`src/hpq_pkg.sv`:
```
`timescale 1ns / 1ps

package hpq_pkg;

  // Fixed field widths of one word on either channel.
  localparam int KEY_W  = 64;
  localparam int TAG_W  = 16;
  localparam int STAT_W = 2;
  localparam int OCC_W  = 7;

  // Default number of heap slots.
  localparam int CAPACITY_DEF = 64;

  // Operation codes on the input channel.
  localparam logic OP_PUSH = 1'b0;
  localparam logic OP_POP  = 1'b1;

  // Status codes on the result channel.
  localparam logic [STAT_W-1:0] ST_OK    = 2'd0;
  localparam logic [STAT_W-1:0] ST_FULL  = 2'd1;
  localparam logic [STAT_W-1:0] ST_EMPTY = 2'd2;

  // One heap entry as it sits in the slot memory.
  typedef struct packed {
    logic [KEY_W-1:0] key;
    logic [TAG_W-1:0] tag;
  } entry_t;

  // Flags from the shared key comparator.
  typedef struct packed {
    logic e_lt_a;   // moving entry below port A entry
    logic a_lt_e;   // port A entry below moving entry
    logic b_lt_e;   // port B entry below moving entry
    logic a_lt_b;   // port A entry below port B entry
  } cmp_t;

  // Result word handed from the sequencer to the output register.
  typedef struct packed {
    logic [STAT_W-1:0] status;
    logic [KEY_W-1:0]  key;
    logic [TAG_W-1:0]  tag;
    logic [OCC_W-1:0]  occ;
  } res_t;

  // Sequencer states.
  typedef enum logic [2:0] {
    S_IDLE,
    S_POP_LOAD,
    S_SIFT_UP,
    S_SIFT_DN,
    S_FINISH
  } state_t;

endpackage

```
`src/hpq_cmp.sv`:
```
`timescale 1ns / 1ps

module hpq_cmp (
  input  logic [hpq_pkg::KEY_W-1:0] key_e,
  input  logic [hpq_pkg::KEY_W-1:0] key_a,
  input  logic [hpq_pkg::KEY_W-1:0] key_b,
  output hpq_pkg::cmp_t             flags
);

  // Four unsigned key compares side by side; the sequencer picks what it needs.
  always_comb begin
    flags.e_lt_a = key_e < key_a;
    flags.a_lt_e = key_a < key_e;
    flags.b_lt_e = key_b < key_e;
    flags.a_lt_b = key_a < key_b;
  end

endmodule

```
`src/hpq_seq.sv`:
```
`timescale 1ns / 1ps

module hpq_seq #(
  parameter int CAPACITY = hpq_pkg::CAPACITY_DEF,
  localparam int AW = $clog2(CAPACITY)
) (
  input  logic                      clk,
  input  logic                      rst_n,
  // input channel
  input  logic                      in_valid,
  output logic                      in_stall,
  input  logic                      in_op,
  input  logic [hpq_pkg::KEY_W-1:0] in_key,
  input  logic [hpq_pkg::TAG_W-1:0] in_tag,
  // result hand-off
  input  logic                      out_free,
  output logic                      res_load,
  output hpq_pkg::res_t             res,
  // slot memory
  output logic                      mem_we,
  output logic [AW-1:0]             mem_waddr,
  output hpq_pkg::entry_t           mem_wdata,
  output logic [AW-1:0]             mem_raddr_a,
  output logic [AW-1:0]             mem_raddr_b,
  input  hpq_pkg::entry_t           mem_rdata_a,
  input  hpq_pkg::entry_t           mem_rdata_b
);

  localparam int CW = $clog2(CAPACITY + 1);
  localparam int IW = AW + 2;

  hpq_pkg::state_t state_r, state_nxt;
  logic [CW-1:0]   cnt_r, cnt_nxt;
  logic [AW-1:0]   pos_r, pos_nxt;
  logic            op_r, op_nxt;
  logic            wr_hole_r, wr_hole_nxt;
  hpq_pkg::entry_t ent_r, ent_nxt;
  hpq_pkg::res_t   res_r, res_nxt;

  hpq_pkg::cmp_t   flags;
  logic [IW-1:0]   lft, rgt, cnt_ext, nlft, nrgt;
  logic            lft_ok, rgt_ok, pick_rgt, dn_swap, up_swap;
  logic            full, empty;

  hpq_cmp u_cmp (
    .key_e (ent_r.key),
    .key_a (mem_rdata_a.key),
    .key_b (mem_rdata_b.key),
    .flags (flags)
  );

  // Child positions of the hole and the sift decisions taken from the compare.
  always_comb begin
    lft      = {1'b0, pos_r, 1'b1};
    rgt      = lft + IW'(1);
    cnt_ext  = IW'(cnt_r);
    lft_ok   = lft < cnt_ext;
    rgt_ok   = rgt < cnt_ext;
    pick_rgt = rgt_ok && !flags.a_lt_b;
    dn_swap  = lft_ok && (pick_rgt ? flags.b_lt_e : flags.a_lt_e);
    up_swap  = (pos_r != '0) && flags.e_lt_a;
    full     = cnt_r == CW'(CAPACITY);
    empty    = cnt_r == '0;
  end

  // Next state.
  always_comb begin
    state_nxt = state_r;
    unique case (state_r)
      hpq_pkg::S_IDLE: begin
        if (in_valid) begin
          if (in_op == hpq_pkg::OP_PUSH) begin
            state_nxt = (full || empty) ? hpq_pkg::S_FINISH : hpq_pkg::S_SIFT_UP;
          end else begin
            state_nxt = empty ? hpq_pkg::S_FINISH : hpq_pkg::S_POP_LOAD;
          end
        end
      end
      hpq_pkg::S_POP_LOAD: begin
        state_nxt = empty ? hpq_pkg::S_FINISH : hpq_pkg::S_SIFT_DN;
      end
      hpq_pkg::S_SIFT_UP: begin
        state_nxt = up_swap ? hpq_pkg::S_SIFT_UP : hpq_pkg::S_FINISH;
      end
      hpq_pkg::S_SIFT_DN: begin
        state_nxt = dn_swap ? hpq_pkg::S_SIFT_DN : hpq_pkg::S_FINISH;
      end
      hpq_pkg::S_FINISH: begin
        state_nxt = out_free ? hpq_pkg::S_IDLE : hpq_pkg::S_FINISH;
      end
      default: state_nxt = hpq_pkg::S_IDLE;
    endcase
  end

  // Next values of the count, the hole position, the moving entry and the result.
  always_comb begin
    cnt_nxt     = cnt_r;
    pos_nxt     = pos_r;
    op_nxt      = op_r;
    wr_hole_nxt = wr_hole_r;
    ent_nxt     = ent_r;
    res_nxt     = res_r;
    unique case (state_r)
      hpq_pkg::S_IDLE: begin
        if (in_valid) begin
          op_nxt      = in_op;
          res_nxt     = '{status: hpq_pkg::ST_OK, key: '0, tag: '0,
                          occ: hpq_pkg::OCC_W'(cnt_r)};
          wr_hole_nxt = 1'b1;
          pos_nxt     = '0;
          if (in_op == hpq_pkg::OP_PUSH) begin
            if (full) begin
              res_nxt.status = hpq_pkg::ST_FULL;
              wr_hole_nxt    = 1'b0;
            end else begin
              ent_nxt     = '{key: in_key, tag: in_tag};
              pos_nxt     = AW'(cnt_r);
              cnt_nxt     = cnt_r + CW'(1);
              res_nxt.occ = hpq_pkg::OCC_W'(cnt_r + CW'(1));
            end
          end else begin
            if (empty) begin
              res_nxt.status = hpq_pkg::ST_EMPTY;
              wr_hole_nxt    = 1'b0;
            end else begin
              cnt_nxt     = cnt_r - CW'(1);
              res_nxt.occ = hpq_pkg::OCC_W'(cnt_r - CW'(1));
            end
          end
        end
      end
      hpq_pkg::S_POP_LOAD: begin
        // Root goes out, the last entry becomes the one sifted down.
        res_nxt.key = mem_rdata_a.key;
        res_nxt.tag = mem_rdata_a.tag;
        ent_nxt     = mem_rdata_b;
        if (empty) begin
          wr_hole_nxt = 1'b0;
        end
      end
      hpq_pkg::S_SIFT_UP: begin
        if (up_swap) begin
          pos_nxt = AW'((pos_r - AW'(1)) >> 1);
        end
      end
      hpq_pkg::S_SIFT_DN: begin
        if (dn_swap) begin
          pos_nxt = pick_rgt ? rgt[AW-1:0] : lft[AW-1:0];
        end
      end
      hpq_pkg::S_FINISH: begin
      end
      default: begin
      end
    endcase
  end

  // Children of the next hole, so that the registered read ports return them along with the hole.
  always_comb begin
    nlft = {1'b0, pos_nxt, 1'b1};
    nrgt = nlft + IW'(1);
  end

  // Memory ports and handshake outputs.
  always_comb begin
    in_stall  = state_r != hpq_pkg::S_IDLE;
    res_load  = 1'b0;
    mem_we    = 1'b0;
    mem_waddr = pos_r;
    mem_wdata = ent_r;
    unique case (state_r)
      hpq_pkg::S_SIFT_UP: begin
        // Parent moves down into the hole.
        mem_we    = up_swap;
        mem_wdata = mem_rdata_a;
      end
      hpq_pkg::S_SIFT_DN: begin
        // Smaller child moves up into the hole.
        mem_we    = dn_swap;
        mem_wdata = pick_rgt ? mem_rdata_b : mem_rdata_a;
      end
      hpq_pkg::S_FINISH: begin
        mem_we   = out_free && wr_hole_r;
        res_load = out_free;
      end
      default: begin
      end
    endcase

    if ((state_r == hpq_pkg::S_IDLE) && (op_nxt == hpq_pkg::OP_POP)) begin
      mem_raddr_a = '0;
      mem_raddr_b = AW'(cnt_r - CW'(1));
    end else if (op_nxt == hpq_pkg::OP_PUSH) begin
      mem_raddr_a = AW'((pos_nxt - AW'(1)) >> 1);
      mem_raddr_b = AW'((pos_nxt - AW'(1)) >> 1);
    end else begin
      mem_raddr_a = nlft[AW-1:0];
      mem_raddr_b = nrgt[AW-1:0];
    end
  end

  assign res = res_r;

  // Control state.
  always_ff @(posedge clk) begin
    if (!rst_n) begin
      state_r <= hpq_pkg::S_IDLE;
      cnt_r   <= '0;
    end else begin
      state_r <= state_nxt;
      cnt_r   <= cnt_nxt;
    end
  end

  // Working registers of the item in hand.
  always_ff @(posedge clk) begin
    pos_r     <= pos_nxt;
    op_r      <= op_nxt;
    wr_hole_r <= wr_hole_nxt;
    ent_r     <= ent_nxt;
    res_r     <= res_nxt;
  end

endmodule

```
`config.mk`:
```
export PLATFORM = sky130hd
export DESIGN_NAME = hpq_seq
export DESIGN_NICKNAME = d
export VERILOG_FILES = /design/src/hpq_pkg.sv /design/src/hpq_cmp.sv /design/src/hpq_seq.sv
export SDC_FILE = /design/constraint.sdc
export NUM_CORES = 1
export LEC_CHECK = 0
export ABC_AREA = 1
export BUFFER_PORTS_ARGS = -buffer_cell sky130_fd_sc_hd__buf_2
export CELL_PAD_IN_SITES_DETAIL_PLACEMENT = 1
export CELL_PAD_IN_SITES_GLOBAL_PLACEMENT = 1
export CORE_UTILIZATION = 38
export CTS_CLUSTER_SIZE = 14
export DETAILED_ROUTE_END_ITERATION = 16
export GPL_TIMING_DRIVEN = 0
export PLACE_DENSITY_LB_ADDON = 0.1
export REMOVE_ABC_BUFFERS = 1
export SYNTH_ARGS = -nofsm -noshare
export SYNTH_HDL_FRONTEND = slang
export SYNTH_SLANG_ARGS = --single-unit
```
`constraint.sdc`:
```
create_clock -name clk -period 12.72 [get_ports clk]
set_input_delay 0 -clock clk [delete_from_list [all_inputs] [get_ports clk]]
set_output_delay 0 -clock clk [all_outputs]
set_load 0.01 [all_outputs]
```
# Yosys cells after proc, flatten, opt, wreduce, memory -nomap -nowiden
# Cells that the tools add are included.
[totals]
latch_bits = 0
n_memories = 0
output_inout_bits = 190
mem_bits_ro = 0
inputBits = 245
mem_bits_rw = 0
elab_cells = 93
ff_bits = 187
[op_classes]
div = 0
n_shift = 0
n_reduce_logical = 16
n_addsub = 6
mux = 45
multipliers = 0
bitwise_logic = 0
n_eq_ne = 9
order_cmp = 6
[op_table]
columns = ["operator", "count"]
rows = [
  ["case mux 80 bit (2 select lines)", 3],
  ["2-to-1 mux 80 bit", 4],
  ["less-than comparator 64 bit", 4],
  ["2-to-1 mux 87 bit", 1],
  ["2-to-1 mux 6 bit", 10],
  ["2-to-1 mux 3 bit", 8],
  ["2-to-1 mux 7 bit", 3],
  ["case mux 6 bit (3 select lines)", 1],
  ["case mux 3 bit (5 select lines)", 1],
  ["subtractor 6 x 1 -> 6 bit (second input constant)", 2],
  ["2-to-1 mux 1 bit", 10],
  ["adder 7 x 1 -> 8 bit (second input constant)", 1],
  ["less-than comparator 8 x 7 -> 1 bit", 1],
  ["!= test 2 bit (second input constant)", 4],
  ["adder 7 x 1 -> 7 bit (second input constant)", 1],
  ["equality test 7 bit (second input constant)", 1],
  ["zero test 7 bit", 1],
  ["less-than comparator 7 bit", 1],
  ["subtractor 7 x 1 -> 7 bit (second input constant)", 1],
  ["adder 6 x 1 -> 6 bit (second input constant)", 1],
  ["equality test 3 x 2 -> 1 bit (second input constant)", 2],
  ["nonzero test 6 bit", 1],
  ["logical AND 1 bit", 5],
  ["2-to-1 mux 2 bit", 2],
  ["other kinds (12)", 13],
]

# Depth between registers and ports, before layout
[depth]
ltp_word = 10
depth_mapped = 28

# Hierarchy
# A second synthesis with hierarchy kept.
[hier_totals]
hier_cells = 2041
area_unflattened_um2 = 15548.7
[by_module_without_submodules]
columns = ["module", "n_inst", "seq_area_each_um2", "cells_each", "area_each_um2"]
rows = [
  ["hpq_seq", 1, 5445.2, 1303, 10805.4],
  ["hpq_cmp", 1, 0.0, 738, 4743.3],
]

# Worst setup path after synthesis
# OpenSTA, ideal clock, no wires.
[synth_path]
path_kind = "register to register"
startpoint = "reg cnt_r[1]"
endpoint = "reg ent_r[0] (netlist name) (enable)"
t_arrival_ns = 4.529
setup_slack_ns = 7.671
path_stages_with_launch = 10
setup_time_ns = 0.520
synth_period_minus_slack_ns = 5.049
cell_sequence = "dfxtp_1 -> inv_1 -> ha_1 -> nand3_1 -> nor3_1 -> inv_1 -> nor2_1 -> nor2_1 -> nor2_1 -> nor2_1"
[synth_between]
elab_chain_len = 3
[synth_rtl]
columns = ["element", "line", "text"]
rows = [
  ["start: declaration", "hpq_seq.sv:33", "logic [CW-1:0] cnt_r, cnt_nxt;"],
  ["start signal: assignment", "hpq_seq.sv:211", "cnt_r <= cnt_nxt;"],
  ["equality test 7 bit", "hpq_seq.sv:62", "full = cnt_r == CW'(CAPACITY);"],
  ["!= test 2 bit (no source line)", "n/a", ""],
  ["AND reduction 4 bit (no source line)", "n/a", ""],
  ["end signal: assignment", "hpq_seq.sv:220", "ent_r <= ent_nxt;"],
  ["end: declaration", "hpq_seq.sv:37", "hpq_pkg::entry_t ent_r, ent_nxt;"],
]
# Every way passes these cells.
# A chain may end at the register's enable or synchronous reset.

# Final worst setup path
[layout_path]
startpoint = "reg state_r[2]"
endpoint = "out mem_raddr_b[3]"
[layout_between]
elab_chain_len = 5
word_cells_on_any_way = 10
[layout_rtl]
columns = ["element", "line", "text"]
rows = [
  ["start: declaration", "hpq_seq.sv:32", "hpq_pkg::state_t state_r, state_nxt;"],
  ["start signal: assignment", "hpq_seq.sv:207", "state_r <= hpq_pkg::S_IDLE;"],
  ["start signal: assignment", "hpq_seq.sv:210", "state_r <= state_nxt;"],
  ["equality test 3 x 2 -> 1 bit / zero test 3 bit (equally long branches)", "hpq_seq.sv:103", "unique case (state_r)"],
  ["case mux 6 bit (3 select lines) *", "hpq_seq.sv:103", ""],
  ["via pos_nxt[0]", "hpq_seq.sv:34", "logic [AW-1:0] pos_r, pos_nxt;"],
  ["subtractor 6 x 1 -> 6 bit / adder 6 x 1 -> 6 bit (equally long branches)", "hpq_seq.sv:195, hpq_seq.sv:161", ""],
  ["2-to-1 mux 6 bit *", "hpq_seq.sv:193", "end else if (op_nxt == hpq_pkg::OP_PUSH) begin"],
  ["2-to-1 mux 6 bit *", "hpq_seq.sv:190", "if ((state_r == hpq_pkg::S_IDLE) && (op_nxt == hpq_pkg::OP_POP)) begin"],
  ["end: declaration", "hpq_seq.sv:24", "output logic [AW-1:0] mem_raddr_b,"],
]
# The timed path passes the listed nets; every way through them passes the cells marked *.

==> run metrics <==
Starting Density 38.5%; vias per cell between 5 and 6; startpoint types flop; Buf+Inv Stages, Crit Path 5; Post-CTS Setup Bufs 0; TritonRoute pass-1 iters 4; post-synth top area share around 33%; CTS Buffer Depth 2; area grow syn2layout 38.6%; clock slew at reported path FFs roughly 80 ps; Seq/Total Area, Yosys around 36%; Die Y slightly above 200 µm; CTS tree done; final hold viol count 0; Main synth FF type edfxtp_1; Max Fclk ~210 MHz; largest net degree at the start of global routing between 100 and 150; clock skew roughly 10 ps; DP Area 18,100 µm²; Ys Warns 0; Critical Path Start state_r[2]$_SDFFE_PN0P_; vias in the first global route 17,300; gr usage total between 20 and 30%; H-tree levels 4; final setup TNS 0 ps; Slew Limit Fails 0; Cell Chain, Critical Path inv_1 -> nand2_1 -> inv_4 -> nor2_1 -> a221oi_1 -> o21ai_0 -> inv_1 -> nand2_1 -> nand2_2 -> nand2_4 -> bufinv_8 -> ha_1 -> nand3_2 -> a21oi_1 -> o21ai_1 -> a21oi_1 -> buf_2; die width a little over 200 µm; CTS Hold Bufs about 240; cell area after layout about 21,000 µm²; first-pass GRT wire length approximately 93,000 µm; nets between 2,000 and 3,000; Setup violations, final 0; Post-synth EDFFs 170; total wire length between 60,000 and 70,000 µm; post-route insts no fill 3,069; pwr dens roughly 230 nW/µm²; outcome finished clean; # rows 73; delay-heaviest family, CP buffers and inverters; R2R Setup Slk 9050 ps; Setup CP Type reg2out; Max rail drop VDD between 0.00015 and 0.0002 V; GRT overflow 0; MaxCap Viol Count 0; crit-path max cell delay between 1000 and 1500 ps; share of layout cells above drive strength 1 a little over a fifth; Post-DP HPWL between 40,000 and 50,000 µm; Hold Slack a little under 60 ps; I/O Buffers around 430; Slew headroom about a fifth; worst path arrival time around 4800 ps; Max Fanout on Critical Path 64; fraction of registers with async set/reset 0%; CP Capture Point mem_raddr_b[3]; RSZ-0062 raised after global routing false; drt wl/cell 19.6 µm; core area 39,700 µm²; Tmin final between 4000 and 5000 ps; Via Count roughly 16,000; Final Cycle Share 37.7%; Hold Startpoint out_free; most area-consuming cells after synthesis edfxtp_1, ha_1, nand2_1; worst slew pin tran ~1200 ps; synthesized netlist cell count around 1,900; leak pwr 0.0105 µW; most frequent cells in the layout buf_2, nand2_1, inv_1; CTS Sinks about 190; reg-to-reg endpoint ent_r[26]$_DFFE_PP_; Synth area leader edfxtp_1; total CTS buffers 17; flops & latches, synth between 150 and 200; DRT iter0 DRCs about 830; total die area 41,000 µm²; Unique masters post-synth 52; RD Place Congestion between 0.9 and 1; initial antenna violation count 8; placed instance count between 2,000 and 3,000; Levels on crit path 17; root buffer cell clkbuf_16; Worst-Skew Late Latency roughly 470 ps; slowest CP cell inv_4; Hold Crit Class in2reg; Netlist Area Pre-Place roughly 15,000 µm²; most common cell after layout, fill and taps aside buf_2; syn avg cell area ~8.1 µm²; worst-case reg-to-reg path depth 7; DRC 0; # IOs 435; ANT nets after route 0; Reg-to-Reg Start state_r[0]$_SDFFE_PN0P_; post-CTS sizing 0; CP endpoint kind primary output; Critical Path RT roughly 13,000 ps
## registers in the layout, indices dropped and copies added, names as in the netlist
register	flops
state_r	3
res	89
wr_hole_r	1
op_r	1
mem_waddr	6
cnt_r	7
ent_r	80
## logic make-up after synthesis
| kind of cell | share of synthesized area, % |
|---|---|
| AO/OA/AOI/OAI | 18.8 |
| XOR/XNOR | 0.917 |
| adder cells (fa/ha/maj) | 17.2 |
| buffers and inverters | 9.52 |
| flip-flops | 35.6 |
| AND/OR/NAND/NOR | 17.9 |
## metal layers
metal / vias up / track usage, % / share of wire (%)
li1: 7822 / - / -
met1: 7869 / 35.4 / 44
met2: 436 / 51.3 / 49
met3: 106 / 3.90 / 3.8
met4: 4 / 11.8 / 3.3
met5: - / 0 / 0.048
## worst min-delay path by stage
stage	end	slack [ps]	depth (start not counted)
after floorplan	res_load	100	2
after global placement	ent_r[6]$_DFFE_PP_	260	3
after detailed placement	ent_r[5]$_DFFE_PP_	270	3
after CTS	state_r[2]$_SDFFE_PN0P_	30	4
after global routing	state_r[2]$_SDFFE_PN0P_	110	4
final	state_r[2]$_SDFFE_PN0P_	60	4
## power by group
| part | internal [µW] | switching [µW] | total [µW] |
|---|---|---|---|
| Sequential | 1080 | 116 | 1200 |
| Combinational | 1100 | 1950 | 3060 |
| Clock | 348 | 274 | 623 |
| Total | 2530 | 2340 | 4880 |
## per-stage QoR
stage / utilization, % / power (µW) / setup WS [ps]
final: 53.3 / 4880 / 7930
after global routing: 53.3 / 5230 / 7650
after CTS: 53.3 / 4860 / 7980
after detailed placement: 45.5 / 4070 / 8540
after global placement: 44.8 / 4010 / 1980
after floorplan: - / 2940 / 6690
## synth_stat cells (all sizes together) (4+ instances only)
cell	instances
inv	301
nand4	19
nor2	167
o21bai	4
clkbuf	63
buf	10
o221ai	65
xor2	15
nand2	398
o211ai	74
o22ai	5
a221o	17
a21oi	129
o21ai	141
nor3	23
dfxtp	17
edfxtp	170
ha	210
nand3	37
## layout make-up
type	count	area, µm²
fillers	4890	18500
flip-flops and latches	187	5450
repair buffers	687	4830
clock buffers	21	470
inverters	304	1170
well taps	525	657
diodes	9	22.5
multi-input cells	1325	8410
clock inverters	11	180
## tightest hold or removal path: cells and delay by family
kind,cells,cell delay (ps)
buf+inv,2,130
compound gates,2,350
Power figures use the tool's default switching activity.
